File: src/hdl/btm_pkg.sv
// btm_pkg: shared widths, register map, reset values and payload structs
// for the battery trimmed-mean monitor; no dependencies
package btm_pkg;

   localparam int UV_W    = 22;   // sample width, microvolts
   localparam int SUM_W   = 27;   // running sum of one burst
   localparam int MV_W    = 16;   // millivolt fields and registers
   localparam int DELTA_W = 12;   // hysteresis delta register
   localparam int CNT_W   = 3;    // low-reading run counter

   // microvolts to millivolts is *2/1000; 1000 is even so this folds to /500
   localparam int MV_NUM = 2;
   localparam int MV_DEN = 1000;

   localparam logic [CNT_W-1:0] LOW_COUNT_MAX  = CNT_W'(6);
   localparam logic [CNT_W-1:0] LOW_COUNT_TRIP = CNT_W'(5);

   // register map, one 32 bit word per register
   localparam int CSR_ADDR_W = 5;
   localparam int CSR_DATA_W = 32;
   localparam int CSR_IDX_W  = 3;
   localparam logic [CSR_IDX_W-1:0] REG_FULL_MV        = CSR_IDX_W'(0);
   localparam logic [CSR_IDX_W-1:0] REG_LOW_MV         = CSR_IDX_W'(1);
   localparam logic [CSR_IDX_W-1:0] REG_CHARGE_HIGH_MV = CSR_IDX_W'(2);
   localparam logic [CSR_IDX_W-1:0] REG_CHARGE_LOW_MV  = CSR_IDX_W'(3);
   localparam logic [CSR_IDX_W-1:0] REG_CHARGE_DELTA   = CSR_IDX_W'(4);

   localparam logic [MV_W-1:0]    FULL_MV_RESET        = MV_W'(4200);
   localparam logic [MV_W-1:0]    LOW_MV_RESET         = MV_W'(3400);
   localparam logic [MV_W-1:0]    CHARGE_HIGH_MV_RESET = MV_W'(4100);
   localparam logic [MV_W-1:0]    CHARGE_LOW_MV_RESET  = MV_W'(3500);
   localparam logic [DELTA_W-1:0] CHARGE_DELTA_RESET   = DELTA_W'(200);

   typedef struct packed {
      logic [MV_W-1:0]    full_mv;
      logic [MV_W-1:0]    low_mv;
      logic [MV_W-1:0]    charge_high_mv;
      logic [MV_W-1:0]    charge_low_mv;
      logic [DELTA_W-1:0] charge_delta_mv;
   } cfg_type;

   // finished burst, handed from the accumulator to the scaler
   typedef struct packed {
      logic [SUM_W-1:0] sum_uv;
      logic [UV_W-1:0]  max_uv;
      logic [UV_W-1:0]  min_uv;
      logic             device_off;
   } burst_type;

   // scaled level, handed from the scaler to the charge tracker
   typedef struct packed {
      logic [MV_W-1:0] level_mv;
      logic            device_off;
   } level_type;

endpackage

File: src/hdl/btm_if.sv
// btm_if: valid/ready channel interfaces for samples and results
// depends on btm_pkg
interface btm_req_if import btm_pkg::*; ();
   logic            valid;
   logic            ready;
   logic [UV_W-1:0] sample_uv;
   logic            device_off;

   modport source (output valid, sample_uv, device_off, input ready);
   modport sink (input valid, sample_uv, device_off, output ready);
endinterface

interface btm_rsp_if import btm_pkg::*; ();
   logic            valid;
   logic            ready;
   logic [MV_W-1:0] battery_mv;
   logic            charging;
   logic            low_battery;
   logic            shutdown_request;

   modport source (output valid, battery_mv, charging, low_battery, shutdown_request,
                   input ready);
   modport sink (input valid, battery_mv, charging, low_battery, shutdown_request,
                 output ready);
endinterface

File: src/hdl/battery_trimmed_mean_monitor.sv
// battery_trimmed_mean_monitor: top level, register block and the
// accumulate, scale and charge stages; depends on btm_pkg, btm_if and submodules
//
// usage
//  - req_chan carries one ADC sample in microvolts plus the device-off flag per
//    transaction; a sample is taken every cycle that valid and ready are high
//  - every SAMPLES-th sample closes a burst; the largest and smallest sample are
//    dropped, the rest averaged and scaled by 2/1000 to millivolts
//  - rsp_chan carries one result transaction per burst; samples inside a burst
//    give no result
//  - the closing sample's burst is registered in turn in the burst register,
//    trimmed sum, reciprocal product, corrected quotient and result register
//  - throughput: one sample per cycle, fully pipelined, unless a closing sample waits;
//    the divide by 500*(SAMPLES-2) is a constant reciprocal multiply, one correction
//  - when rsp_chan stalls, the result is held and the three pipeline stages
//    fill behind it; samples keep flowing until a closing sample finds the
//    accumulator's output still occupied
//  - reset (synchronous) empties the pipeline, restarts the burst, clears the
//    charge tracking and low-reading count and loads the register defaults
//  - registers sit at byte address 4*index on the APB-style port; write only
//    while no transaction is in flight
module battery_trimmed_mean_monitor import btm_pkg::*; #(
   parameter int SAMPLES = 8
) (
   input  logic                  clock,
   input  logic                  reset,
   btm_req_if.sink               req_chan,
   btm_rsp_if.source             rsp_chan,
   input  logic                  psel,
   input  logic                  penable,
   input  logic                  pwrite,
   input  logic [CSR_ADDR_W-1:0] paddr,
   input  logic [CSR_DATA_W-1:0] pwdata,
   output logic [CSR_DATA_W-1:0] prdata,
   output logic                  pready
);

   // configuration registers
   cfg_type              cfg_ff;
   logic                 csr_write;
   logic [CSR_IDX_W-1:0] csr_idx;

   // accumulator to scaler
   logic      burst_valid, burst_ready;
   burst_type burst;

   // scaler to charge tracker
   logic      level_valid, level_ready;
   level_type level;

   assign pready    = 1'b1;
   assign csr_write = psel && penable && pwrite && pready;
   assign csr_idx   = paddr[CSR_ADDR_W-1:2];

   always_ff @(posedge clock) begin
      if (reset) begin
         cfg_ff.full_mv         <= FULL_MV_RESET;
         cfg_ff.low_mv          <= LOW_MV_RESET;
         cfg_ff.charge_high_mv  <= CHARGE_HIGH_MV_RESET;
         cfg_ff.charge_low_mv   <= CHARGE_LOW_MV_RESET;
         cfg_ff.charge_delta_mv <= CHARGE_DELTA_RESET;
      end else if (csr_write) begin
         case (csr_idx)
            REG_FULL_MV:        cfg_ff.full_mv         <= pwdata[MV_W-1:0];
            REG_LOW_MV:         cfg_ff.low_mv          <= pwdata[MV_W-1:0];
            REG_CHARGE_HIGH_MV: cfg_ff.charge_high_mv  <= pwdata[MV_W-1:0];
            REG_CHARGE_LOW_MV:  cfg_ff.charge_low_mv   <= pwdata[MV_W-1:0];
            REG_CHARGE_DELTA:   cfg_ff.charge_delta_mv <= pwdata[DELTA_W-1:0];
            default: ;  // unmapped words ignore writes
         endcase
      end
   end

   // read back, unmapped words read zero
   always_comb begin
      case (csr_idx)
         REG_FULL_MV:        prdata = CSR_DATA_W'(cfg_ff.full_mv);
         REG_LOW_MV:         prdata = CSR_DATA_W'(cfg_ff.low_mv);
         REG_CHARGE_HIGH_MV: prdata = CSR_DATA_W'(cfg_ff.charge_high_mv);
         REG_CHARGE_LOW_MV:  prdata = CSR_DATA_W'(cfg_ff.charge_low_mv);
         REG_CHARGE_DELTA:   prdata = CSR_DATA_W'(cfg_ff.charge_delta_mv);
         default:            prdata = '0;
      endcase
   end

   // running sum and extremes of the current burst
   btm_accum #(
      .SAMPLES (SAMPLES)
   ) u_accum (
      .clock      (clock),
      .reset      (reset),
      .in_valid   (req_chan.valid),
      .in_ready   (req_chan.ready),
      .sample_uv  (req_chan.sample_uv),
      .device_off (req_chan.device_off),
      .out_valid  (burst_valid),
      .out_ready  (burst_ready),
      .out_burst  (burst)
   );

   // trim and scale to millivolts
   btm_scale #(
      .SAMPLES (SAMPLES)
   ) u_scale (
      .clock     (clock),
      .reset     (reset),
      .in_valid  (burst_valid),
      .in_ready  (burst_ready),
      .in_burst  (burst),
      .out_valid (level_valid),
      .out_ready (level_ready),
      .out_level (level)
   );

   // charge detection, clamp, low run count and result register
   btm_charge u_charge (
      .clock            (clock),
      .reset            (reset),
      .cfg              (cfg_ff),
      .in_valid         (level_valid),
      .in_ready         (level_ready),
      .in_level         (level),
      .rsp_valid        (rsp_chan.valid),
      .rsp_ready        (rsp_chan.ready),
      .battery_mv       (rsp_chan.battery_mv),
      .charging         (rsp_chan.charging),
      .low_battery      (rsp_chan.low_battery),
      .shutdown_request (rsp_chan.shutdown_request)
   );

endmodule

File: src/hdl/btm_accum.sv
// btm_accum: burst accumulator, running sum plus largest and smallest sample
// depends on btm_pkg
module btm_accum import btm_pkg::*; #(
   parameter int SAMPLES = 8
) (
   input  logic            clock,
   input  logic            reset,
   input  logic            in_valid,
   output logic            in_ready,
   input  logic [UV_W-1:0] sample_uv,
   input  logic            device_off,
   output logic            out_valid,
   input  logic            out_ready,
   output burst_type       out_burst
);

   localparam int IDX_W = $clog2(SAMPLES);
   localparam logic [IDX_W-1:0] LAST_IDX = IDX_W'(SAMPLES - 1);

   logic [IDX_W-1:0] idx_ff, idx_in;
   logic [SUM_W-1:0] sum_ff, sum_in;
   logic [UV_W-1:0]  max_ff, max_in;
   logic [UV_W-1:0]  min_ff, min_in;
   logic             out_valid_ff, out_valid_in;
   burst_type        burst_ff;
   logic             is_last;
   logic             accept;

   always_comb begin
      is_last  = (idx_ff == LAST_IDX);
      // only the closing sample needs room downstream
      in_ready = !(is_last && out_valid_ff && !out_ready);
      accept   = in_valid && in_ready;

      if (idx_ff == '0) begin
         sum_in = SUM_W'(sample_uv);
         max_in = sample_uv;
         min_in = sample_uv;
      end else begin
         sum_in = sum_ff + SUM_W'(sample_uv);
         max_in = (sample_uv > max_ff) ? sample_uv : max_ff;
         min_in = (sample_uv < min_ff) ? sample_uv : min_ff;
      end

      idx_in       = is_last ? '0 : idx_ff + IDX_W'(1);
      out_valid_in = out_valid_ff && !out_ready;
      if (accept && is_last) begin
         out_valid_in = 1'b1;
      end
   end

   always_ff @(posedge clock) begin
      if (reset) begin
         idx_ff       <= '0;
         sum_ff       <= '0;
         max_ff       <= '0;
         min_ff       <= '1;
         out_valid_ff <= 1'b0;
      end else begin
         out_valid_ff <= out_valid_in;
         if (accept) begin
            idx_ff <= idx_in;
            sum_ff <= sum_in;
            max_ff <= max_in;
            min_ff <= min_in;
         end
      end
   end

   always_ff @(posedge clock) begin
      if (accept && is_last) begin
         burst_ff <= '{sum_uv: sum_in, max_uv: max_in, min_uv: min_in,
                       device_off: device_off};
      end
   end

   assign out_valid = out_valid_ff;
   assign out_burst = burst_ff;

   a_idx_in_range: assert property (@(posedge clock) disable iff (reset)
      idx_ff <= LAST_IDX)
      else $error("burst position beyond last sample");

   a_trim_not_negative: assert property (@(posedge clock) disable iff (reset)
      out_valid_ff |-> burst_ff.sum_uv >= SUM_W'(burst_ff.max_uv) + SUM_W'(burst_ff.min_uv))
      else $error("burst sum smaller than its two extremes");

endmodule

File: src/hdl/btm_scale.sv
// btm_scale: trims the burst and scales to millivolts by a constant
// reciprocal multiply with one correction step; depends on btm_pkg
module btm_scale import btm_pkg::*; #(
   parameter int SAMPLES = 8
) (
   input  logic      clock,
   input  logic      reset,
   input  logic      in_valid,
   output logic      in_ready,
   input  burst_type in_burst,
   output logic      out_valid,
   input  logic      out_ready,
   output level_type out_level
);

   // mean over SAMPLES-2 then *2/1000, both truncating, is one floor division
   localparam int SCALE_DIV = (SAMPLES - 2) * (MV_DEN / MV_NUM);
   localparam int RECIP     = (2 ** SUM_W) / SCALE_DIV;
   localparam int RECIP_W   = $clog2(RECIP + 1);
   localparam int PROD_W    = SUM_W + RECIP_W;

   logic [RECIP_W-1:0] recip_c;
   logic [SUM_W-1:0]   div_c;

   // stage 1: trimmed sum
   logic             v1_ff;
   logic [SUM_W-1:0] trim_ff, trim_in;
   logic             off1_ff;
   // stage 2: reciprocal product
   logic              v2_ff;
   logic [PROD_W-1:0] prod_ff, prod_in;
   logic [SUM_W-1:0]  trim2_ff;
   logic              off2_ff;
   // stage 3: corrected quotient
   logic               v3_ff;
   level_type          level_ff;
   logic [RECIP_W-1:0] quot_est;
   logic [SUM_W-1:0]   remain;
   logic [RECIP_W-1:0] quot_in;

   logic en1, en2, en3;

   always_comb begin
      recip_c = RECIP_W'(RECIP);
      div_c   = SUM_W'(SCALE_DIV);

      en3 = !v3_ff || out_ready;
      en2 = !v2_ff || en3;
      en1 = !v1_ff || en2;

      trim_in = in_burst.sum_uv - SUM_W'(in_burst.max_uv) - SUM_W'(in_burst.min_uv);
      prod_in = PROD_W'(trim_ff) * PROD_W'(recip_c);

      // estimate is exact or one short
      quot_est = prod_ff[PROD_W-1:SUM_W];
      remain   = trim2_ff - SUM_W'(quot_est) * div_c;
      quot_in  = quot_est + RECIP_W'(remain >= div_c);
   end

   always_ff @(posedge clock) begin
      if (reset) begin
         v1_ff <= 1'b0;
         v2_ff <= 1'b0;
         v3_ff <= 1'b0;
      end else begin
         if (en1) v1_ff <= in_valid;
         if (en2) v2_ff <= v1_ff;
         if (en3) v3_ff <= v2_ff;
      end
   end

   always_ff @(posedge clock) begin
      if (en1) begin
         trim_ff <= trim_in;
         off1_ff <= in_burst.device_off;
      end
      if (en2) begin
         prod_ff  <= prod_in;
         trim2_ff <= trim_ff;
         off2_ff  <= off1_ff;
      end
      if (en3) begin
         level_ff <= '{level_mv: MV_W'(quot_in), device_off: off2_ff};
      end
   end

   assign in_ready  = en1;
   assign out_valid = v3_ff;
   assign out_level = level_ff;

endmodule

File: src/hdl/btm_charge.sv
// btm_charge: charge hysteresis, clamp, low-reading run count and the
// result register; depends on btm_pkg
module btm_charge import btm_pkg::*; (
   input  logic            clock,
   input  logic            reset,
   input  cfg_type         cfg,
   input  logic            in_valid,
   output logic            in_ready,
   input  level_type       in_level,
   output logic            rsp_valid,
   input  logic            rsp_ready,
   output logic [MV_W-1:0] battery_mv,
   output logic            charging,
   output logic            low_battery,
   output logic            shutdown_request
);

   logic [MV_W-1:0]  tmin_ff, tmin_in;
   logic [MV_W-1:0]  tmax_ff, tmax_in;
   logic             trk_ff;
   logic             cs_ff, cs_in;
   logic [CNT_W-1:0] cnt_ff, cnt_in;

   logic             rsp_valid_ff, rsp_valid_in;
   logic [MV_W-1:0]  mv_ff;
   logic             charging_ff, low_ff, shut_ff;

   logic            accept;
   logic [MV_W-1:0] level;
   logic [MV_W-1:0] tmin0, tmax0, tmin1, tmax1;
   logic [MV_W:0]   rise_lim, fall_lim;
   logic            flip;
   logic [MV_W-1:0] shown;
   logic            low, shut;

   always_comb begin
      in_ready = !rsp_valid_ff || rsp_ready;
      accept   = in_valid && in_ready;
      level    = in_level.level_mv;

      // first burst seeds both extremes
      tmin0 = trk_ff ? tmin_ff : level;
      tmax0 = trk_ff ? tmax_ff : level;

      rise_lim = {1'b0, tmin0} + (MV_W + 1)'(cfg.charge_delta_mv);
      fall_lim = {1'b0, level} + (MV_W + 1)'(cfg.charge_delta_mv);
      if (!cs_ff) begin
         flip = (level > cfg.charge_high_mv) || ({1'b0, level} > rise_lim);
      end else begin
         flip = (level < cfg.charge_low_mv) || ({1'b0, tmax0} > fall_lim);
      end
      cs_in = cs_ff ^ flip;
      tmin1 = flip ? level : tmin0;
      tmax1 = flip ? level : tmax0;
      tmin_in = (tmin1 > level) ? level : tmin1;
      tmax_in = (tmax1 < level) ? level : tmax1;

      shown = (level > cfg.full_mv) ? cfg.full_mv : level;
      low   = (shown <= cfg.low_mv);
      if (low) begin
         cnt_in = (cnt_ff < LOW_COUNT_MAX) ? cnt_ff + CNT_W'(1) : cnt_ff;
         shut   = (cnt_in > LOW_COUNT_TRIP) && !in_level.device_off;
      end else begin
         cnt_in = '0;
         shut   = 1'b0;
      end

      rsp_valid_in = accept || (rsp_valid_ff && !rsp_ready);
   end

   always_ff @(posedge clock) begin
      if (reset) begin
         tmin_ff      <= '0;
         tmax_ff      <= '0;
         trk_ff       <= 1'b0;
         cs_ff        <= 1'b0;
         cnt_ff       <= '0;
         rsp_valid_ff <= 1'b0;
      end else begin
         rsp_valid_ff <= rsp_valid_in;
         if (accept) begin
            tmin_ff <= tmin_in;
            tmax_ff <= tmax_in;
            trk_ff  <= 1'b1;
            cs_ff   <= cs_in;
            cnt_ff  <= cnt_in;
         end
      end
   end

   always_ff @(posedge clock) begin
      if (accept) begin
         mv_ff       <= shown;
         charging_ff <= cs_in;
         low_ff      <= low;
         shut_ff     <= shut;
      end
   end

   assign rsp_valid        = rsp_valid_ff;
   assign battery_mv       = mv_ff;
   assign charging         = charging_ff;
   assign low_battery      = low_ff;
   assign shutdown_request = shut_ff;

   a_count_saturates: assert property (@(posedge clock) disable iff (reset)
      cnt_ff <= LOW_COUNT_MAX)
      else $error("low-reading count past its ceiling");

   a_shutdown_on_full_run: assert property (@(posedge clock) disable iff (reset)
      (rsp_valid_ff && shut_ff) |-> (low_ff && cnt_ff == LOW_COUNT_MAX))
      else $error("shutdown request without a full run of low readings");

   a_extremes_ordered: assert property (@(posedge clock) disable iff (reset)
      trk_ff |-> (tmin_ff <= tmax_ff && charging_ff == cs_ff))
      else $error("tracked extremes crossed or result disagrees with charge state");

endmodule
File: src/flat_wrapper.sv
// flat-port wrapper written by rule: the top's interface ports become plain ports
module battery_trimmed_mean_monitor_flat import btm_pkg::*;
#(
   parameter int SAMPLES = 8
)
  (clock, reset, psel, penable, pwrite, paddr, pwdata, prdata, pready, req_chan_valid, req_chan_sample_uv, req_chan_device_off, req_chan_ready, rsp_chan_valid, rsp_chan_battery_mv, rsp_chan_charging, rsp_chan_low_battery, rsp_chan_shutdown_request, rsp_chan_ready);
  btm_req_if req_chan_i ();
  btm_rsp_if rsp_chan_i ();
  input  logic clock;
  input  logic reset;
  input  logic psel;
  input  logic penable;
  input  logic pwrite;
  input  logic [CSR_ADDR_W-1:0] paddr;
  input  logic [CSR_DATA_W-1:0] pwdata;
  output logic [CSR_DATA_W-1:0] prdata;
  output logic pready;
  input wire logic [$bits(req_chan_i.valid)-1:0] req_chan_valid;
  input wire logic [$bits(req_chan_i.sample_uv)-1:0] req_chan_sample_uv;
  input wire logic [$bits(req_chan_i.device_off)-1:0] req_chan_device_off;
  output wire logic [$bits(req_chan_i.ready)-1:0] req_chan_ready;
  output wire logic [$bits(rsp_chan_i.valid)-1:0] rsp_chan_valid;
  output wire logic [$bits(rsp_chan_i.battery_mv)-1:0] rsp_chan_battery_mv;
  output wire logic [$bits(rsp_chan_i.charging)-1:0] rsp_chan_charging;
  output wire logic [$bits(rsp_chan_i.low_battery)-1:0] rsp_chan_low_battery;
  output wire logic [$bits(rsp_chan_i.shutdown_request)-1:0] rsp_chan_shutdown_request;
  input wire logic [$bits(rsp_chan_i.ready)-1:0] rsp_chan_ready;
  assign req_chan_i.valid = req_chan_valid;
  assign req_chan_i.sample_uv = req_chan_sample_uv;
  assign req_chan_i.device_off = req_chan_device_off;
  assign req_chan_ready = req_chan_i.ready;
  assign rsp_chan_valid = rsp_chan_i.valid;
  assign rsp_chan_battery_mv = rsp_chan_i.battery_mv;
  assign rsp_chan_charging = rsp_chan_i.charging;
  assign rsp_chan_low_battery = rsp_chan_i.low_battery;
  assign rsp_chan_shutdown_request = rsp_chan_i.shutdown_request;
  assign rsp_chan_i.ready = rsp_chan_ready;
  battery_trimmed_mean_monitor #(.SAMPLES(SAMPLES)) u_core (.clock(clock), .reset(reset), .req_chan(req_chan_i), .rsp_chan(rsp_chan_i), .psel(psel), .penable(penable), .pwrite(pwrite), .paddr(paddr), .pwdata(pwdata), .prdata(prdata), .pready(pready));
endmodule
File: config.mk
export PLATFORM = sky130hd
export DESIGN_NAME = battery_trimmed_mean_monitor_flat
export DESIGN_NICKNAME = d
export VERILOG_FILES = /design/src/hdl/btm_pkg.sv /design/src/hdl/btm_if.sv /design/src/hdl/battery_trimmed_mean_monitor.sv /design/src/hdl/btm_accum.sv /design/src/hdl/btm_scale.sv /design/src/hdl/btm_charge.sv /design/src/flat_wrapper.sv
export SDC_FILE = /design/constraint.sdc
export NUM_CORES = 2
export LEC_CHECK = 0
export BUFFER_PORTS_ARGS = -buffer_cell sky130_fd_sc_hd__buf_2
export CORE_ASPECT_RATIO = 1.2
export CORE_MARGIN = 10
export CORE_UTILIZATION = 45
export DETAILED_ROUTE_END_ITERATION = 7
export PLACE_DENSITY_LB_ADDON = 0.15
export SLEW_MARGIN = 20
export SYNTH_ARGS = -nofsm -noshare
export SYNTH_HDL_FRONTEND = slang
export SYNTH_SLANG_ARGS = --single-unit
File: constraint.sdc
create_clock -name clock -period 17.3 [get_ports clock]
set_input_delay 1.73 -clock clock [delete_from_list [all_inputs] [get_ports clock]]
set_output_delay 1.73 -clock clock [all_outputs]
set_load 0.05 [all_outputs]
==> qor.yml <==
run_status:
  status: "finished clean"
sta:
  finalSetupViolCount: 0
  worstMarginPinSlew_ps: 1050
  period_needed_ps: 8120
  hold_viol_final: 0
  relSlewSlack: 0.301
  final.setup_skew_ps: 21.3
  holdWs_ps: 421
  fmax_ghz: 0.123
  fin_ws_ps: 9180
  slew_viol_final: 0
  rsz0062_at_grt: "false"
  setup-tns-final_ps: 0
  period_share: 0.469
route:
  routed_via_density: 5.33
  routed-via-count: 25686
  routed_wl_mm: 83.8
  dr.pass1.iters: 5
  avgRoutedWirePerCell_um: 17.4
  detail-route-antenna-nets: 0
  route.detailed.drc: 0
  drtIter0Drc: 1495
clock_tree:
  clkTransAtPathRegs_ps: 60
  cts_max_level: 2
  numCtsBuffers: 41
  cts.sinks: 369
  cts_root_buf: "clkbuf_16"
  cts_tree: "done"
  cts.path.max_buffers: 3
  hold_buffers: 0
  clock_latency_ps: 590
  post_cts.resized_instances: 0
  cts_setup_buffers: 0
worst_setup_path:
  cp_common_cell: "a21o_1"
  path_buf_inv: 4
  crit_start: "u_core.u_charge.trk_ff"
  critical_path.slowest_cell: "buf_4"
  max_stage_delay_ps: 490
  worstPathArrival_ps: 8540
  cp-end-kind: "register"
  crit_required_ps: 17720
  rrSetupSlack_ps: 9180
  cp.depth: 35
  crit_fanout: 55
  worstReg2RegEnd: "u_core.u_charge.tmax_ff[15]"
  r2r-start: "u_core.u_charge.trk_ff"
  start_kind: "register"
  worst-setup-path-type: "register to register"
  crit_end: "u_core.u_charge.tmax_ff[15]"
  reg2regPathDepth: 35
  crit_family: "compound AO/OA/AOI/OAI gates"
layout:
  drive_gt1_frac: 0.0650
  area_growth_pct: 7.87
  fin_util: 0.490
  antenna_cells: 0
  fillers: 7322
  final_net_count: 4620
  finalNonFillerCells: 4819
die:
  die_h_um: 324
  dieArea_mm2: 0.0888
  io_pins: 121
  start_util: 0.454
  coreArea_mm2: 0.0765
  fp.dieW_um: 274
  num_rows: 111
global_route:
  grt_pass1_wl_mm: 136
  overflow: 0
  grt_pass1_vias: 26115
  grtUsageTotal: 0.188
  grt_start_max_net_pins: 75
  antenna_found_initial: 0
place:
  gp_congestion: 0.883
  dp_cells: 4745
  dp_hpwl_mm: 65.8
  io_buffers: 85
  dp_slack_ps: 9200
power_and_ir_drop:
  powerDensity_mw_per_mm2: 136
  p_leak_nw: 17.6
  ir_worst_vdd_v: 0.000225
synthesis:
  yosysTopAreaCell: "ha_1"
  synth_top_area_frac: 0.191
  synth_edf_count: 177
  synth_most_common_cell: "inv_1"
  syn_inst: 3730
  syn_area_mm2: 0.0347
  synth.area.top_cells: "ha_1 19%, edfxtp_1 15%, fa_1 15%"
  yosysWarnings: 0
  ys_ff_latch: 369
  syn_area_per_cell_um2: 9.31
  synthArstFlopShare: 0
  synth_commonest_cells: "584 x inv_1, 530 x ha_1, 367 x nand2_1"
  ys_seq_area_frac: 0.264
  synth-main-ff-cell: "dfxtp_1"
  yosysUniqueCellTypes: 83
flow_run:
  maxCapViolCount: 0
min_path:
  min_path_type: "register to register"
sequential cells by signal, indices dropped and copies added (netlist names), 3 cells and up:
name / cells
u_core.cfg_ff: 76
u_core.u_accum.idx_ff: 3
u_core.u_accum.max_ff: 22
u_core.u_accum.min_ff: 22
u_core.u_accum.out_burst: 72
u_core.u_accum.sum_ff: 27
u_core.u_charge.battery_mv: 16
u_core.u_charge.cnt_ff: 3
u_core.u_charge.tmax_ff: 16
u_core.u_charge.tmin_ff: 16
u_core.u_scale.out_level: 17
u_core.u_scale.prod_ff: 16
u_core.u_scale.trim2_ff: 24
u_core.u_scale.trim_ff: 27
worst register-to-register path, delay by kind of cell (launching register included):
family                     cells  cell delay (ps)
AOI/OAI and AO/OA             21             4210
buffers and inverters          4             1630
DFF                            1              300
muxes                          1              270
and+or+nand+nor                6              680
adders and majority gates      3              890
stage by stage:
stage,power [W],area [um2]
finish,0.00509,37500
global placement,0.00422,36100
CTS,0.00515,37500
global route,0.00555,37500
detailed placement,0.00422,36100
floorplan,0.00350,34800
area by class of cell:
type / instances / area [um2] / share of cell area
inverters: 588 / 2210 / 0.0589
clock inverters: 18 / 188 / 0.00501
repair buffers: 110 / 616 / 0.0164
multi-input cells: 2661 / 22900 / 0.610
flip-flops and latches: 369 / 9160 / 0.244
well taps: 1017 / 1270 / 0.0340
clock buffers: 56 / 1150 / 0.0308
kinds of logic (layout without fill, tap and decap cells):
group,count (synthesis),after routing,synth area share
and+or+nand+nor,852,852,0.110
other,2,17,0.000216
buffers and inverters,715,772,0.0802
AOI/OAI and AO/OA,767,767,0.142
xor gates and xnor gates,124,124,0.0313
muxes,119,119,0.0368
DFF,369,369,0.264
adders and majority gates,782,782,0.336
layout by cell type (no fill, tap or decap), drive strengths merged, types with 48 or more instances in the layout:
cell / Yosys / routed
inv: 584 / 589
buf: 40 / 110
ha: 530 / 530
a21o: 81 / 81
fa: 252 / 252
a21oi: 239 / 239
dfxtp: 192 / 192
edfxtp: 177 / 177
clkbuf: 87 / 56
o211ai: 52 / 52
o21ai: 165 / 165
nor3: 48 / 48
nand2: 367 / 367
nor2: 213 / 213
xor2: 52 / 52
nand3: 48 / 48
xnor2: 72 / 72
mux2i: 84 / 84
power by group:
part	leakage (nW)	internal, W	total, W	switching (W)
sequential	3.30	0.000943	0.000994	0.0000508
clock	0.663	0.000502	0.000881	0.000378
combinational	13.7	0.00133	0.00322	0.00189
routing by layer:
layer	global-route usage	share of wire	vias up
met5	0	0	-
met1	0.260	0.48	12299
li1	-	-	12832
met3	0.0217	0.044	83
met2	0.311	0.46	472
met4	0.0409	0.019	0
how the worst min path moves through the flow:
stage	slack [ps]	start	cells after the start	endpoint
2_1_floorplan	400	u_core.u_accum.out_burst[0]	0	u_core.u_scale.off1_ff
3_3_place_gp	400	u_core.u_accum.out_burst[0]	0	u_core.u_scale.off1_ff
3_5_place_dp	410	u_core.u_accum.out_burst[0]	0	u_core.u_scale.off1_ff
4_1_cts	420	u_core.u_scale.off1_ff	0	u_core.u_scale.off2_ff
5_1_grt	430	u_core.u_accum.out_burst[0]	0	u_core.u_scale.off1_ff
6_report	420	u_core.u_accum.out_burst[0]	0	u_core.u_scale.off1_ff
Power figures use the tool's default switching activity.
